--- config.mk ---
export PLATFORM = sky130hd
export DESIGN_NAME = positional_insert_remove_array
export DESIGN_NICKNAME = d
export VERILOG_FILES = /design/src/hw/rtl/pira_pkg.sv /design/src/hw/rtl/positional_insert_remove_array.sv
export SDC_FILE = /design/constraint.sdc
export NUM_CORES = 1
export LEC_CHECK = 0
export BUFFER_PORTS_ARGS = -buffer_cell sky130_fd_sc_hd__buf_2
export CAP_MARGIN = 20
export CORE_ASPECT_RATIO = 0.8
export CORE_UTILIZATION = 55
export DETAILED_ROUTE_END_ITERATION = 6
export GPL_TIMING_DRIVEN = 1
export PLACE_DENSITY = 0.72
export SYNTH_ARGS = -nofsm -noshare
export SYNTH_HDL_FRONTEND = slang
export SYNTH_SLANG_ARGS = --single-unit
--- constraint.sdc ---
create_clock -name clk -period 7.1 [get_ports clk]
set_clock_uncertainty 0.2 [all_clocks]
set_input_delay 1.42 -clock clk [delete_from_list [all_inputs] [get_ports clk]]
set_output_delay 1.42 -clock clk [all_outputs]
set_load 0.01 [all_outputs]
--- src/hw/rtl/pira_pkg.sv ---
// Shared types and codes for the positional insert/remove array.
package pira_pkg;

    // Operation codes carried on the action field
    typedef enum logic [1:0] {
        ACT_INSERT = 2'd0,
        ACT_REMOVE = 2'd1,
        ACT_DUMP   = 2'd2,
        ACT_NONE   = 2'd3
    } action_t;

    // Result status codes
    typedef enum logic [1:0] {
        ST_DONE     = 2'd0,
        ST_IGNORED  = 2'd1,
        ST_OVERFLOW = 2'd2,
        ST_UNUSED   = 2'd3
    } status_t;

    localparam int unsigned ACTION_W  = 2;
    localparam int unsigned POSITION_W = 8;
    localparam int unsigned WORD_W    = 32;
    localparam int unsigned STATUS_W  = 2;
    localparam int unsigned COUNT_W   = 5;

endpackage

--- src/hw/rtl/positional_insert_remove_array.sv ---
// Positional insert/remove array: packed word store with shift-based insert, remove and dump.
// Steps: insert inside the array reads and writes each moved element (S_SRD, S_SWR), then
//   puts the word (S_PUT); insert past the end zero-fills each gap entry (S_FILL), then puts
//   the word; remove reads and writes each moved element; a dump reads each item (S_DRD)
//   and gives it (S_EMIT). Every other item goes straight to S_EMIT. Throughput: one item at
//   a time; in_ready is high only while idle.
// Reset: count and control clear at once; memory contents stay undefined until written.
module positional_insert_remove_array #(
    parameter int unsigned DEPTH = 16
) (
    input  logic                                   clk,
    input  logic                                   rst_n,
    input  logic                                   in_valid,
    output logic                                   in_ready,
    input  logic [pira_pkg::ACTION_W-1:0]          action,
    input  logic [pira_pkg::POSITION_W-1:0]        position,
    input  logic signed [pira_pkg::WORD_W-1:0]     value,
    output logic                                   out_valid,
    input  logic                                   out_ready,
    output logic [pira_pkg::STATUS_W-1:0]          status,
    output logic [pira_pkg::COUNT_W-1:0]           count,
    output logic signed [pira_pkg::WORD_W-1:0]     element,
    output logic                                   last
);
    import pira_pkg::*;

    localparam int unsigned AW = (DEPTH > 1) ? $clog2(DEPTH) : 1;
    localparam int unsigned CW = $clog2(DEPTH + 1);
    localparam int unsigned EW = POSITION_W + 1;

    typedef enum logic [6:0] {
        S_IDLE = 7'b0000001,
        S_SRD  = 7'b0000010,
        S_SWR  = 7'b0000100,
        S_FILL = 7'b0001000,
        S_PUT  = 7'b0010000,
        S_DRD  = 7'b0100000,
        S_EMIT = 7'b1000000
    } state_t;

    state_t              state_reg, state_next;
    logic [CW-1:0]       cnt_reg, cnt_next;
    logic [AW-1:0]       idx_reg, idx_next;
    logic [AW-1:0]       pos_reg, pos_next;
    logic [WORD_W-1:0]   val_reg, val_next;
    logic                rem_reg, rem_next;
    logic                dump_reg, dump_next;
    status_t             res_reg, res_next;

    logic                out_valid_reg, out_valid_next;
    logic [STATUS_W-1:0] status_reg, status_next;
    logic [COUNT_W-1:0]  count_reg, count_next;
    logic [WORD_W-1:0]   element_reg, element_next;
    logic                last_reg, last_next;

    // Word store with its write port and its registered read port
    logic [WORD_W-1:0]   mem [DEPTH];
    logic [WORD_W-1:0]   rd_data_reg;
    logic                mem_re, mem_we;
    logic [AW-1:0]       rd_addr, wr_addr;
    logic [WORD_W-1:0]   wr_data;

    // Decode of the incoming item
    logic [EW-1:0]       pos_ext, cnt_ext, ins_cnt;
    logic                beyond, ins_ovf, out_free, dump_last;
    action_t             act;

    assign act      = action_t'(action);
    assign pos_ext  = {1'b0, position};
    assign cnt_ext  = EW'(cnt_reg);
    assign beyond   = (pos_ext >= cnt_ext);
    assign ins_cnt  = beyond ? (pos_ext + EW'(1)) : (cnt_ext + EW'(1));
    assign ins_ovf  = (ins_cnt > EW'(DEPTH));
    assign out_free = !out_valid_reg || out_ready;
    assign dump_last = ((CW'(idx_reg) + CW'(1)) == cnt_reg);

    // Shift source: one below for insert, one above for remove, direct for dump
    always_comb
    begin
        if (dump_reg)
            rd_addr = idx_reg;
        else if (rem_reg)
            rd_addr = idx_reg + AW'(1);
        else
            rd_addr = idx_reg - AW'(1);
    end

    // Sequencer
    always_comb
    begin
        state_next     = state_reg;
        cnt_next       = cnt_reg;
        idx_next       = idx_reg;
        pos_next       = pos_reg;
        val_next       = val_reg;
        rem_next       = rem_reg;
        dump_next      = dump_reg;
        res_next       = res_reg;
        out_valid_next = out_valid_reg && !out_ready;
        status_next    = status_reg;
        count_next     = count_reg;
        element_next   = element_reg;
        last_next      = last_reg;
        mem_re         = 1'b0;
        mem_we         = 1'b0;
        wr_addr        = idx_reg;
        wr_data        = rd_data_reg;

        unique case (state_reg)
            S_IDLE:
            begin
                if (in_valid)
                begin
                    pos_next  = AW'(position);
                    val_next  = value;
                    rem_next  = 1'b0;
                    dump_next = 1'b0;
                    res_next  = ST_DONE;
                    state_next = S_EMIT;
                    unique case (act)
                        ACT_INSERT:
                        begin
                            if (ins_ovf)
                                res_next = ST_OVERFLOW;
                            else
                            begin
                                cnt_next = CW'(ins_cnt);
                                idx_next = AW'(cnt_reg);
                                if (!beyond)
                                    state_next = S_SRD;
                                else if (pos_ext == cnt_ext)
                                    state_next = S_PUT;
                                else
                                    state_next = S_FILL;
                            end
                        end
                        ACT_REMOVE:
                        begin
                            if (beyond)
                                res_next = ST_IGNORED;
                            else
                            begin
                                cnt_next = cnt_reg - CW'(1);
                                idx_next = AW'(position);
                                rem_next = 1'b1;
                                if (pos_ext + EW'(1) != cnt_ext)
                                    state_next = S_SRD;
                            end
                        end
                        ACT_DUMP:
                        begin
                            if (cnt_reg == '0)
                                res_next = ST_IGNORED;
                            else
                            begin
                                dump_next  = 1'b1;
                                idx_next   = '0;
                                state_next = S_DRD;
                            end
                        end
                        default:
                            res_next = ST_IGNORED;
                    endcase
                end
            end
            S_SRD:
            begin
                mem_re     = 1'b1;
                state_next = S_SWR;
            end
            S_SWR:
            begin
                // Move one word, then step toward the insert position, or for remove toward the new end
                mem_we  = 1'b1;
                wr_addr = idx_reg;
                wr_data = rd_data_reg;
                if (rem_reg)
                begin
                    idx_next = idx_reg + AW'(1);
                    if ((CW'(idx_reg) + CW'(2)) == (cnt_reg + CW'(1)))
                        state_next = S_EMIT;
                    else
                        state_next = S_SRD;
                end
                else
                begin
                    idx_next = idx_reg - AW'(1);
                    if ((idx_reg - AW'(1)) == pos_reg)
                        state_next = S_PUT;
                    else
                        state_next = S_SRD;
                end
            end
            S_FILL:
            begin
                // Zero the gap between the old end and the new position
                mem_we   = 1'b1;
                wr_addr  = idx_reg;
                wr_data  = '0;
                idx_next = idx_reg + AW'(1);
                if ((idx_reg + AW'(1)) == pos_reg)
                    state_next = S_PUT;
            end
            S_PUT:
            begin
                mem_we     = 1'b1;
                wr_addr    = pos_reg;
                wr_data    = val_reg;
                state_next = S_EMIT;
            end
            S_DRD:
            begin
                mem_re     = 1'b1;
                state_next = S_EMIT;
            end
            S_EMIT:
            begin
                if (out_free)
                begin
                    out_valid_next = 1'b1;
                    status_next    = res_reg;
                    count_next     = COUNT_W'(cnt_reg);
                    element_next   = dump_reg ? rd_data_reg : '0;
                    last_next      = !dump_reg || dump_last;
                    if (dump_reg && !dump_last)
                    begin
                        idx_next   = idx_reg + AW'(1);
                        state_next = S_DRD;
                    end
                    else
                        state_next = S_IDLE;
                end
            end
            default:
                state_next = S_IDLE;
        endcase
    end

    // Control registers
    always_ff @(posedge clk or negedge rst_n)
    begin
        if (!rst_n)
        begin
            state_reg     <= S_IDLE;
            cnt_reg       <= '0;
            out_valid_reg <= 1'b0;
        end
        else
        begin
            state_reg     <= state_next;
            cnt_reg       <= cnt_next;
            out_valid_reg <= out_valid_next;
        end
    end

    // Payload registers
    always_ff @(posedge clk)
    begin
        idx_reg     <= idx_next;
        pos_reg     <= pos_next;
        val_reg     <= val_next;
        rem_reg     <= rem_next;
        dump_reg    <= dump_next;
        res_reg     <= res_next;
        status_reg  <= status_next;
        count_reg   <= count_next;
        element_reg <= element_next;
        last_reg    <= last_next;
    end

    // Memory write port
    always_ff @(posedge clk)
    begin
        if (mem_we)
            mem[wr_addr] <= wr_data;
    end

    // Memory read port, registered
    always_ff @(posedge clk)
    begin
        if (mem_re)
            rd_data_reg <= mem[rd_addr];
    end

    assign in_ready  = (state_reg == S_IDLE);
    assign out_valid = out_valid_reg;
    assign status    = status_reg;
    assign count     = count_reg;
    assign element   = element_reg;
    assign last      = last_reg;

endmodule

* Word-level counts from Yosys, hierarchy flattened
Memory sizes are Yosys's and may differ from the RTL's. A register that Yosys moved wholly into a read port is not among the register bits.
Cells that the tools add are included.
Widths: inputs -> output; s select.
** Storage, ports and cells
- Register bits :: 97
- Memory bits (writable) :: 512
- Bits of input ports :: 46
- Output and inout bits :: 42
- Memories kept :: 1
** Memory list
- mem :: words 16, bits a word 32, read ports 1, clocked after Yosys merged registers in 1, wr ports 1, RTL line positional_insert_remove_array.sv:57 : logic [WORD_W-1:0] mem [DEPTH];
** Operators by class
- $add $sub $neg :: 8
- Magnitude comparators :: 2
- Equal/unequal tests :: 25
- Multiplexer cells :: 43
- Reduce and logical (&&, ||, !) cells :: 20
** Operators by type and width (number)
- $pmux 32 s2 :: 1
- $mux 7 :: 9
- $pmux 7 s6 :: 1
- $mux 4 :: 9
- $mux 5 :: 5
- $pmux 7 s3 :: 1
- $pmux 4 s4 :: 1
- $ne 2x2->1 const B :: 6
- $pmux 4 s3 :: 1
- $eq 5x5->1 :: 2
- $mux 1 :: 10
- $pmux 5 s2 :: 1
- $add 8x1->9 const B :: 1
- $gt 9x5->1 const B :: 1
- $mux 9 :: 1
- $ne 3x3->1 const B :: 3
- $ne 9x5->1 :: 1
- $eq 4x4->1 :: 2
- $eq 8x5->1 :: 1
- $ge 8x5->1 :: 1
- $reduce_and 8->1 :: 1
- $eq 7x1->1 const B :: 1
- $eq 7x2->1 const B :: 1
- $eq 7x3->1 const B :: 1
- other kinds (29) :: 36

* Logic depth before layout (Yosys ltp)
Gate-level depths: netlist of the first run.
- Word-level depth :: 7
- Gate-level depth with buffers :: 11
- Mapped depth without buffers :: 9

* Least setup slack after synthesis of the first run
OpenSTA, ideal clock, no wires.
- Kind :: input-to-reg
- Start :: input port position[0] (netlist name)
- End :: register idx_reg[0], enable pin
- Arrival :: 3.553 ns
- Path slack :: 2.975 ns
- Stages on the path :: 8
- Path buffers :: 0
- Cells stage by stage :: ha_1 or4b_2 a21oi_1 a311o_1 nand3_1 and2_2 a21o_1 a211oi_1
** Between the ends
- Word-level cells in the longest chain between the ends :: 5
- Elaborated cells between the ends (all ways) :: 7
- Those cells by class :: add/sub: 1; order compare: 2; eq/ne: 2; mux: 1; reduce/logical: 1
** RTL lines
- from (decl) :: RTL line positional_insert_remove_array.sv:16 : input logic [pira_pkg::POSITION_W-1:0] position,
- $add 8x1->9 or $ge 8x5->1 (tied branches) :: RTL line positional_insert_remove_array.sv:72, positional_insert_remove_array.sv:71
- $mux 9 :: RTL line positional_insert_remove_array.sv:72 : assign ins_cnt = beyond ? (pos_ext + EW'(1)) : (cnt_ext + EW'(1));
- $gt 9x5->1 :: RTL line positional_insert_remove_array.sv:73 : assign ins_ovf = (ins_cnt > EW'(DEPTH));
- $ne 3x3->1 (no line)
- $reduce_and 8->1 (no line) (*)
- to (signal assigned) :: RTL line positional_insert_remove_array.sv:259 : idx_reg <= idx_next;
- to (decl) :: RTL line positional_insert_remove_array.sv:43 : logic [AW-1:0] idx_reg, idx_next;
Every way passes the cells marked *; elsewhere a longest branch is shown, timed or not.
A chain may end at the register's enable or synchronous reset.

* Worst setup path after layout of the first run
- Start :: register state_reg[2]
- End :: memory mem[3][25], enable pin
** Between the ends
- Word-level cells in the longest chain between the ends :: 5
- Elaborated cells between the ends (all ways) :: 8
- Those cells by class :: eq/ne: 3; mux: 4; reduce/logical: 1
** RTL lines
- from (decl) :: RTL line positional_insert_remove_array.sv:41 : state_t state_reg, state_next;
- from (signal assigned) :: RTL line positional_insert_remove_array.sv:250 : state_reg <= state_next;
- $eq 7x4->1 (tied with other cells) :: RTL line positional_insert_remove_array.sv:109 : unique case (state_reg)
- $reduce_or 3->1 (no line)
- $mux 1 :: RTL line positional_insert_remove_array.sv:109
- $mux 1 :: RTL line positional_insert_remove_array.sv:274 : if (mem_we)
- $mux 1 (implied by the code) :: RTL line positional_insert_remove_array.sv:275 : mem[wr_addr] <= wr_data;
- to (decl) :: RTL line positional_insert_remove_array.sv:57
Parallel ways exist; a longest one is shown, timed or not.

==> impl_metrics.py, run 1 <==
metrics = {
    "logic_synthesis": {
        "synth_top_family_by_area": "multiplexers",
        "synthCells": 1224,
        "netlist_area_sq_um": 25500,
        "synth_async_sr_flop_share": 0.0203,
        "synth-seq-cells": 641,
        "synth-compound-area-share": 0.0361,
        "synth_edf_count": 628,
        "synthMuxAreaShare": 0.145,
        "seq_area_frac_synth": 0.753,
        "syn-num-nets": 1287,
        "synth_xor_area_frac": 0.00962,
        "yosys.area_share.simple": 0.0349,
        "yosysWarnings": 0,
        "synthFlopType": "edfxtp_1",
        "synth_area_leaders": "edfxtp_1, mux4_2, dfrtp_1",
        "yosysUniqueCellTypes": 62,
        "syn_area_per_cell_sq_um": 20.8,
        "yosys.area.top_type": "edfxtp_1",
        "synth-adder-area-share": 0.00835,
        "yosysTopAreaCellShare": 0.740,
    },
    "flow_run": {
        "drv_cap": 0,
    },
    "layout": {
        "areaGrowthSynthToFinish_pct": 12.8,
        "fin_nets": 1405,
        "stdcell_area_sq_um": 28700,
        "seq_area_sq_um": 19200,
        "largest-register": "mem",
        "filler_cell_count": 3130,
        "diodes": 0,
        "largest_reg_flops": 512,
        "final_util": 0.629,
        "multi_input_area_sq_um": 6150,
        "drive_gt1_frac": 0.284,
    },
    "worst_setup_path": {
        "cpPeakStageDelay_ns": 0.82,
        "path_cells": "nor3_1 -> nand2_1 -> nor2_4 -> buf_4 -> a31oi_1 -> nor2_4 -> buf_4",
        "cp-end-kind": "register",
        "critPathMaxFanout": 24,
        "worstSetupStartpointType": "register",
        "cpMaxStageDelayCell": "nor2_4",
        "rr_startpoint": "state_reg[2]",
        "reg2reg_slack_ns": 2.57,
        "reg2regPathDepth": 7,
        "arrival_ns": 4.60,
        "reg2reg_to": "mem[3][25]",
        "crit_type": "reg -> reg",
        "crit_required_ns": 7.17,
    },
    "power_and_ir_drop": {
        "peakVddDrop_v": 0.000312,
        "p_leak_nw": 9.38,
        "power_density_nw_per_um2": 342,
    },
    "floorplanning": {
        "die_width_microns": 243,
        "start_util": 0.557,
        "fp.dieArea_sq_um": 47200,
        "core-area_sq_um": 45700,
        "fp.dieH_microns": 195,
        "ioPinCount": 88,
        "row_count": 70,
    },
    "sta": {
        "slew_viol_final": 0,
        "fin_setup_tns_ns": 0,
        "tightest_slew_ns": 1.01,
        "min_period_over_period": 0.638,
        "timing.fmax_ghz": 0.221,
        "relSlewSlack": 0.323,
        "finalHoldViolCount": 0,
        "setup_violations": 0,
        "rsz0062_at_grt": "false",
        "holdWs_ns": 0.238,
        "min_period_ns": 4.53,
    },
    "cts": {
        "cts_resized": 0,
        "postCtsHoldBufs": 0,
        "cts_max_level": 2,
        "clock_sinks": 641,
        "cts_tree": "yes",
        "cts_buffers": 60,
        "clock_path_buffers": 3,
        "clock_latency_ns": 0.64,
        "postCtsSetupBuffers": 0,
        "root_buffer": "clkbuf_16",
        "clkTransAtPathRegs_ns": 0.06,
    },
    "detailed_routing": {
        "drtIter0Drc": 1501,
        "first_pass_iters": 5,
        "wl_per_cell_microns": 27.2,
        "drc": 0,
        "detail-route-antenna-nets": 0,
        "via_per_inst": 6.22,
        "routed_wirelength_mm": 54.4,
        "vias": 12500,
    },
    "global_routing": {
        "grt_max_degree": 105,
        "grt_pass1_wl_mm": 82.5,
        "overflow": 0,
        "track_usage": 0.239,
        "antenna_found_initial": 1,
        "grt_pass1_vias": 12600,
    },
    "place": {
        "place.port_buffers": 87,
        "place.gp.congestion": 0.892,
        "place_area_sq_um": 26900,
        "hpwl_mm": 29.1,
    },
    "hold_path": {
        "min_from": "res_reg[0]",
        "hold_path_end": "status[0]",
        "whs_path_depth": 0,
        "hold_path.class": "reg -> reg",
    },
    "outcome": {
        "status": "finished, final reports clean",
    },
}
==> layer usage <==
layer | GRT usage | part of all wire
met1 | 0.360 | 0.44
met5 | 0 | 0
met2 | 0.363 | 0.46
met4 | 0.0636 | 0.021
met3 | 0.0469 | 0.080
==> stage by stage <==
| step | power, mW | std cells | setup slack, ns |
|---|---|---|---|
| global placement | 6.82 | 1891 | 2.58 |
| finish | 9.84 | 2002 | 2.57 |
| CTS | 9.91 | 2001 | 2.58 |
| global route | 10.2 | 2002 | 2.43 |
| detailed placement | 6.85 | 1891 | 2.49 |
| floorplan | 6.27 | 1224 | 2.98 |
==> cells in the mapped netlist, types with 4 or more instances <==
master	n
a211oi_1	5
edfxtp_1	628
buf_1	4
mux2i_1	7
a21oi_1	15
nor2b_1	4
and2_1	35
ha_1	17
nand3_1	21
dfrtp_1	12
and3_1	4
nor2_1	38
a31oi_1	7
xor2_1	14
clkbuf_1	35
nor3_1	8
inv_1	18
buf_2	18
mux4_2	160
nand2_1	26
a22o_1	33
a22oi_1	5
or2_2	4
nand4_1	4
o21ai_0	16
nand2b_1	10
xnor2_1	14
a21o_1	6
==> how the worst max path moves through the flow <==
stage	from	to	slack (ns)
after global placement	position[0]	idx_reg[1]	2.58
after floorplan	position[0]	idx_reg[0]	2.98
after CTS	state_reg[2]	mem[3][25]	2.58
final	state_reg[2]	mem[3][25]	2.57
after detailed placement	position[0]	idx_reg[1]	2.49
after global routing	state_reg[2]	mem[3][25]	2.43
==> cell type report <==
type	count	area share
clock buffer	74	0.0541
clock inverter	36	0.0108
inverter	19	0.00248
multi-input combinational	503	0.214
sequential	641	0.668
tap	612	0.0266
timing repair buffer	117	0.0243
==> cells in the final DEF (no fill, tap or decap), types with 18 or more instances in the layout <==
cell	netlist	final
nand2_1	26	26
nand3_1	21	21
mux4_2	160	160
buf_4	3	27
clkbuf_16	0	60
buf_2	18	87
and2_1	35	33
nor2_1	38	21
edfxtp_1	628	628
inv_1	18	18
a22o_1	33	33
==> report_power, final <==
group,switching [mW],total [mW],internal (mW)
clock,1.37,3.07,1.70
combinational,1.15,2.25,1.10
sequential,0.109,4.52,4.41
total,2.62,9.84,7.21
==> worst max-delay path: cells and delay by family, from the launching register on <==
family                 cells  cell delay, ns
buffers and inverters      2            0.98
and+or+nand+nor            4            2.14
DFF                        1            0.41
AOI/OAI and AO/OA          1            0.39
==> cell families after synthesis <==
family / Yosys count
fa+ha+maj: 17
simple gates: 168
buf+inv: 80
xor+xnor: 28
flops: 641
mux: 168
compound gates: 122
No activity file was read; power rests on OpenSTA's default activity.
==> run 2, diff against run 1 <==
ABC_AREA = 1   (was unset)
PLACE_DENSITY = 0.75   (was 0.72)
clock period = 3.7 ns   (was 7.1 ns; I/O delays follow)
==> run 2 against run 1 <==
  * Final area up 6.5%
  * Sequential share of layout area fell by 4.1 points
  * Die area increased by 7.1%
  * First-iteration DRC count decreased by 13%
  * Worst hold slack worse by 0.15 ns
  * Clock power grew 95%
  * Critical path depth rose by 2
  * Maximum frequency up 46%
  * Count of clock-buffer cells in the layout fell by 9
  * Utilization up 0.052 points
  * Critical path type unchanged
==> impl_metrics.py, run 2 <==
metrics = {
    "outcome": {
        "status": "finished, final reports clean",
    },
    "hold_path": {
        "hold_path.class": "in -> reg",
    },
    "worst_setup_path": {
        "crit_type": "reg -> reg",
        "cp-end-kind": "register",
        "critPathMaxFanout": 24,
        "arrival_ns": 3.21,
        "crit_required_ns": 3.81,
        "worstSetupStartpointType": "register",
    },
    "place": {
        "place.gp.congestion": 0.858,
        "hpwl_mm": 34.8,
        "dpl_worst_slack_ns": 0.389,
        "dp.cells": 2605,
        "place.port_buffers": 87,
    },
    "cts": {
        "cts_resized": 0,
        "cts_max_level": 2,
        "cts_buffers": 58,
        "postCtsSetupBuffers": 0,
        "clock_path_buffers": 3,
        "root_buffer": "clkbuf_16",
        "cts_tree": "yes",
        "clock_sinks": 641,
        "clock_latency_ns": 0.62,
        "clkTransAtPathRegs_ns": 0.06,
        "postCtsHoldBufs": 1,
    },
    "logic_synthesis": {
        "yosys.area.top_type": "edfxtp_1",
        "yosysWarnings": 0,
        "syn_area_per_cell_sq_um": 14.2,
        "seq_area_frac_synth": 0.703,
        "netlist_area_sq_um": 27300,
        "syn-num-nets": 1992,
        "synthCells": 1929,
        "yosysTopAreaCellShare": 0.691,
        "yosysUniqueCellTypes": 54,
        "synth_async_sr_flop_share": 0.0203,
        "synth_area_leaders": "edfxtp_1, mux2_2, nand2_1",
        "ys_top_cells_by_count": "edfxtp_1, nand2_1, mux2_2, inv_1, nand3_1",
        "synth-seq-cells": 641,
        "synth_most_common_cell": "edfxtp_1",
        "synthFlopType": "edfxtp_1",
        "synth_edf_count": 628,
    },
    "detailed_routing": {
        "detail-route-antenna-nets": 0,
        "routed_wirelength_mm": 62.2,
        "drtIter0Drc": 1305,
        "vias": 15800,
        "wl_per_cell_microns": 22.9,
        "via_per_inst": 5.81,
        "first_pass_iters": 6,
        "drc": 0,
    },
    "power_and_ir_drop": {
        "clkPwrFrac": 0.253,
        "power_density_nw_per_um2": 775,
        "peakVddDrop_v": 0.000600,
        "seqPwrFrac": 0.375,
        "power.internal_mw": 15.5,
        "total_power_mw": 23.7,
        "p_leak_nw": 11.2,
        "netSwitchingFraction": 0.348,
        "power_switching_mw": 8.25,
        "p_comb_frac": 0.372,
    },
    "layout": {
        "drive_gt1_frac": 0.258,
        "areaGrowthSynthToFinish_pct": 12.1,
        "largest-register": "mem",
        "final_cells": 2714,
        "layout_commonest_cell": "edfxtp_1",
        "final_cell_mix": "edfxtp_1, nand2_1, mux2_2",
        "fin_nets": 2100,
        "diodes": 0,
        "largest_reg_flops": 512,
        "filler_cell_count": 3558,
    },
    "floorplanning": {
        "ioPinCount": 88,
        "fp.dieH_microns": 201,
        "row_count": 72,
        "core-area_sq_um": 48600,
        "die_width_microns": 251,
        "fp.dieArea_sq_um": 50500,
        "start_util": 0.561,
    },
    "sta": {
        "relSlewSlack": 0.490,
        "rsz0062_at_grt": "false",
        "min_period_over_period": 0.838,
        "slew_viol_final": 0,
        "fin_setup_tns_ns": 0,
        "tightest_slew_ns": 0.765,
        "setup_violations": 0,
        "min_period_ns": 3.10,
        "finalHoldViolCount": 0,
        "timing.fmax_ghz": 0.322,
        "fin_ws_ns": 0.599,
    },
    "flow_run": {
        "drv_cap": 0,
    },
    "global_routing": {
        "grt_util_met1": 0.365,
        "grt_max_degree": 111,
        "top_usage_layer": "met2",
        "overflow": 0,
        "grt_pass1_vias": 15700,
        "use_met3": 0.0370,
        "track_usage": 0.249,
        "grt_util_met2": 0.394,
        "grt_pass1_wl_mm": 94.6,
        "antenna_found_initial": 0,
    },
}
run 2: layout make-up:
type,count,area (sq um),share of cell area
clock buffer,65,1480,0.0483
clock inverter,43,415,0.0136
inverter,100,378,0.0123
multi-input combinational,1095,7300,0.239
sequential,641,19200,0.627
tap,629,787,0.0257
timing repair buffer,141,1060,0.0345
run 2: cell families (layout without fill, tap and decap cells):
group / count (synthesis) / after routing / share of synthesized area
multiplexers: 257 / 257 / 0.106
AND/OR/NAND/NOR: 619 / 619 / 0.0982
buffers and inverters: 193 / 349 / 0.0356
flip-flops: 641 / 641 / 0.703
adder cells (fa/ha/maj): 17 / 17 / 0.00779
AO/OA/AOI/OAI: 184 / 184 / 0.0434
XOR/XNOR: 18 / 18 / 0.00646
run 2: worst max-delay path, stage by stage (launching register included):
cell and delay (ns):
dfrtp_1 0.42, nor2_1 0.17, inv_1 0.13, nor4_4 0.22, buf_4 0.19, inv_1 0.09, nand2_1 0.15, nand3_1 0.37
nor2_4 0.53, buf_12 0.29
run 2: power by group through the flow:
stage / sequential (mW) / combinational, mW / clock (mW)
after detailed placement: 9.05 / 8.79 / 0
final: 8.90 / 8.83 / 6.00
after global routing: 8.93 / 9.67 / 6.34
after floorplan: 9.00 / 6.77 / 0
after global placement: 9.05 / 8.66 / 0
after CTS: 8.90 / 8.85 / 6.09
run 2: path summary, 6_finish.rpt:
kind | startpoint | endpoint | slack, ns | depth (start not counted)
min in group asynchronous | rst_n | state_reg[1] | 0.34 | 2
setup / recovery | state_reg[1] | mem[9][26] | 0.60 | 9
hold reg to reg | res_reg[0] | status[0] | 0.24 | 0
max in group asynchronous | rst_n | state_reg[0] | 2.68 | 2
hold / removal | value[6] | val_reg[6] | 0.09 | 1
setup reg to reg | state_reg[1] | mem[9][26] | 0.60 | 9
run 2: metal layers:
metal  wire, microns  up-vias  share of wire
li1                -     7206              -
met1           27400     7815           0.44
met2           29100      653           0.47
met3            4590       83          0.074
met4            1070        0          0.017
met5               0        -              0
run 2: metrics by stage:
step	hold WS (ns)	utilization	area (sq um)
final	0.0927	0.629	30600
after global routing	0.0640	0.629	30600
after CTS	0.0615	0.629	30600
after detailed placement	0.237	0.590	28700
after global placement	0.237	0.590	28700
after floorplan	0.200	-	27300
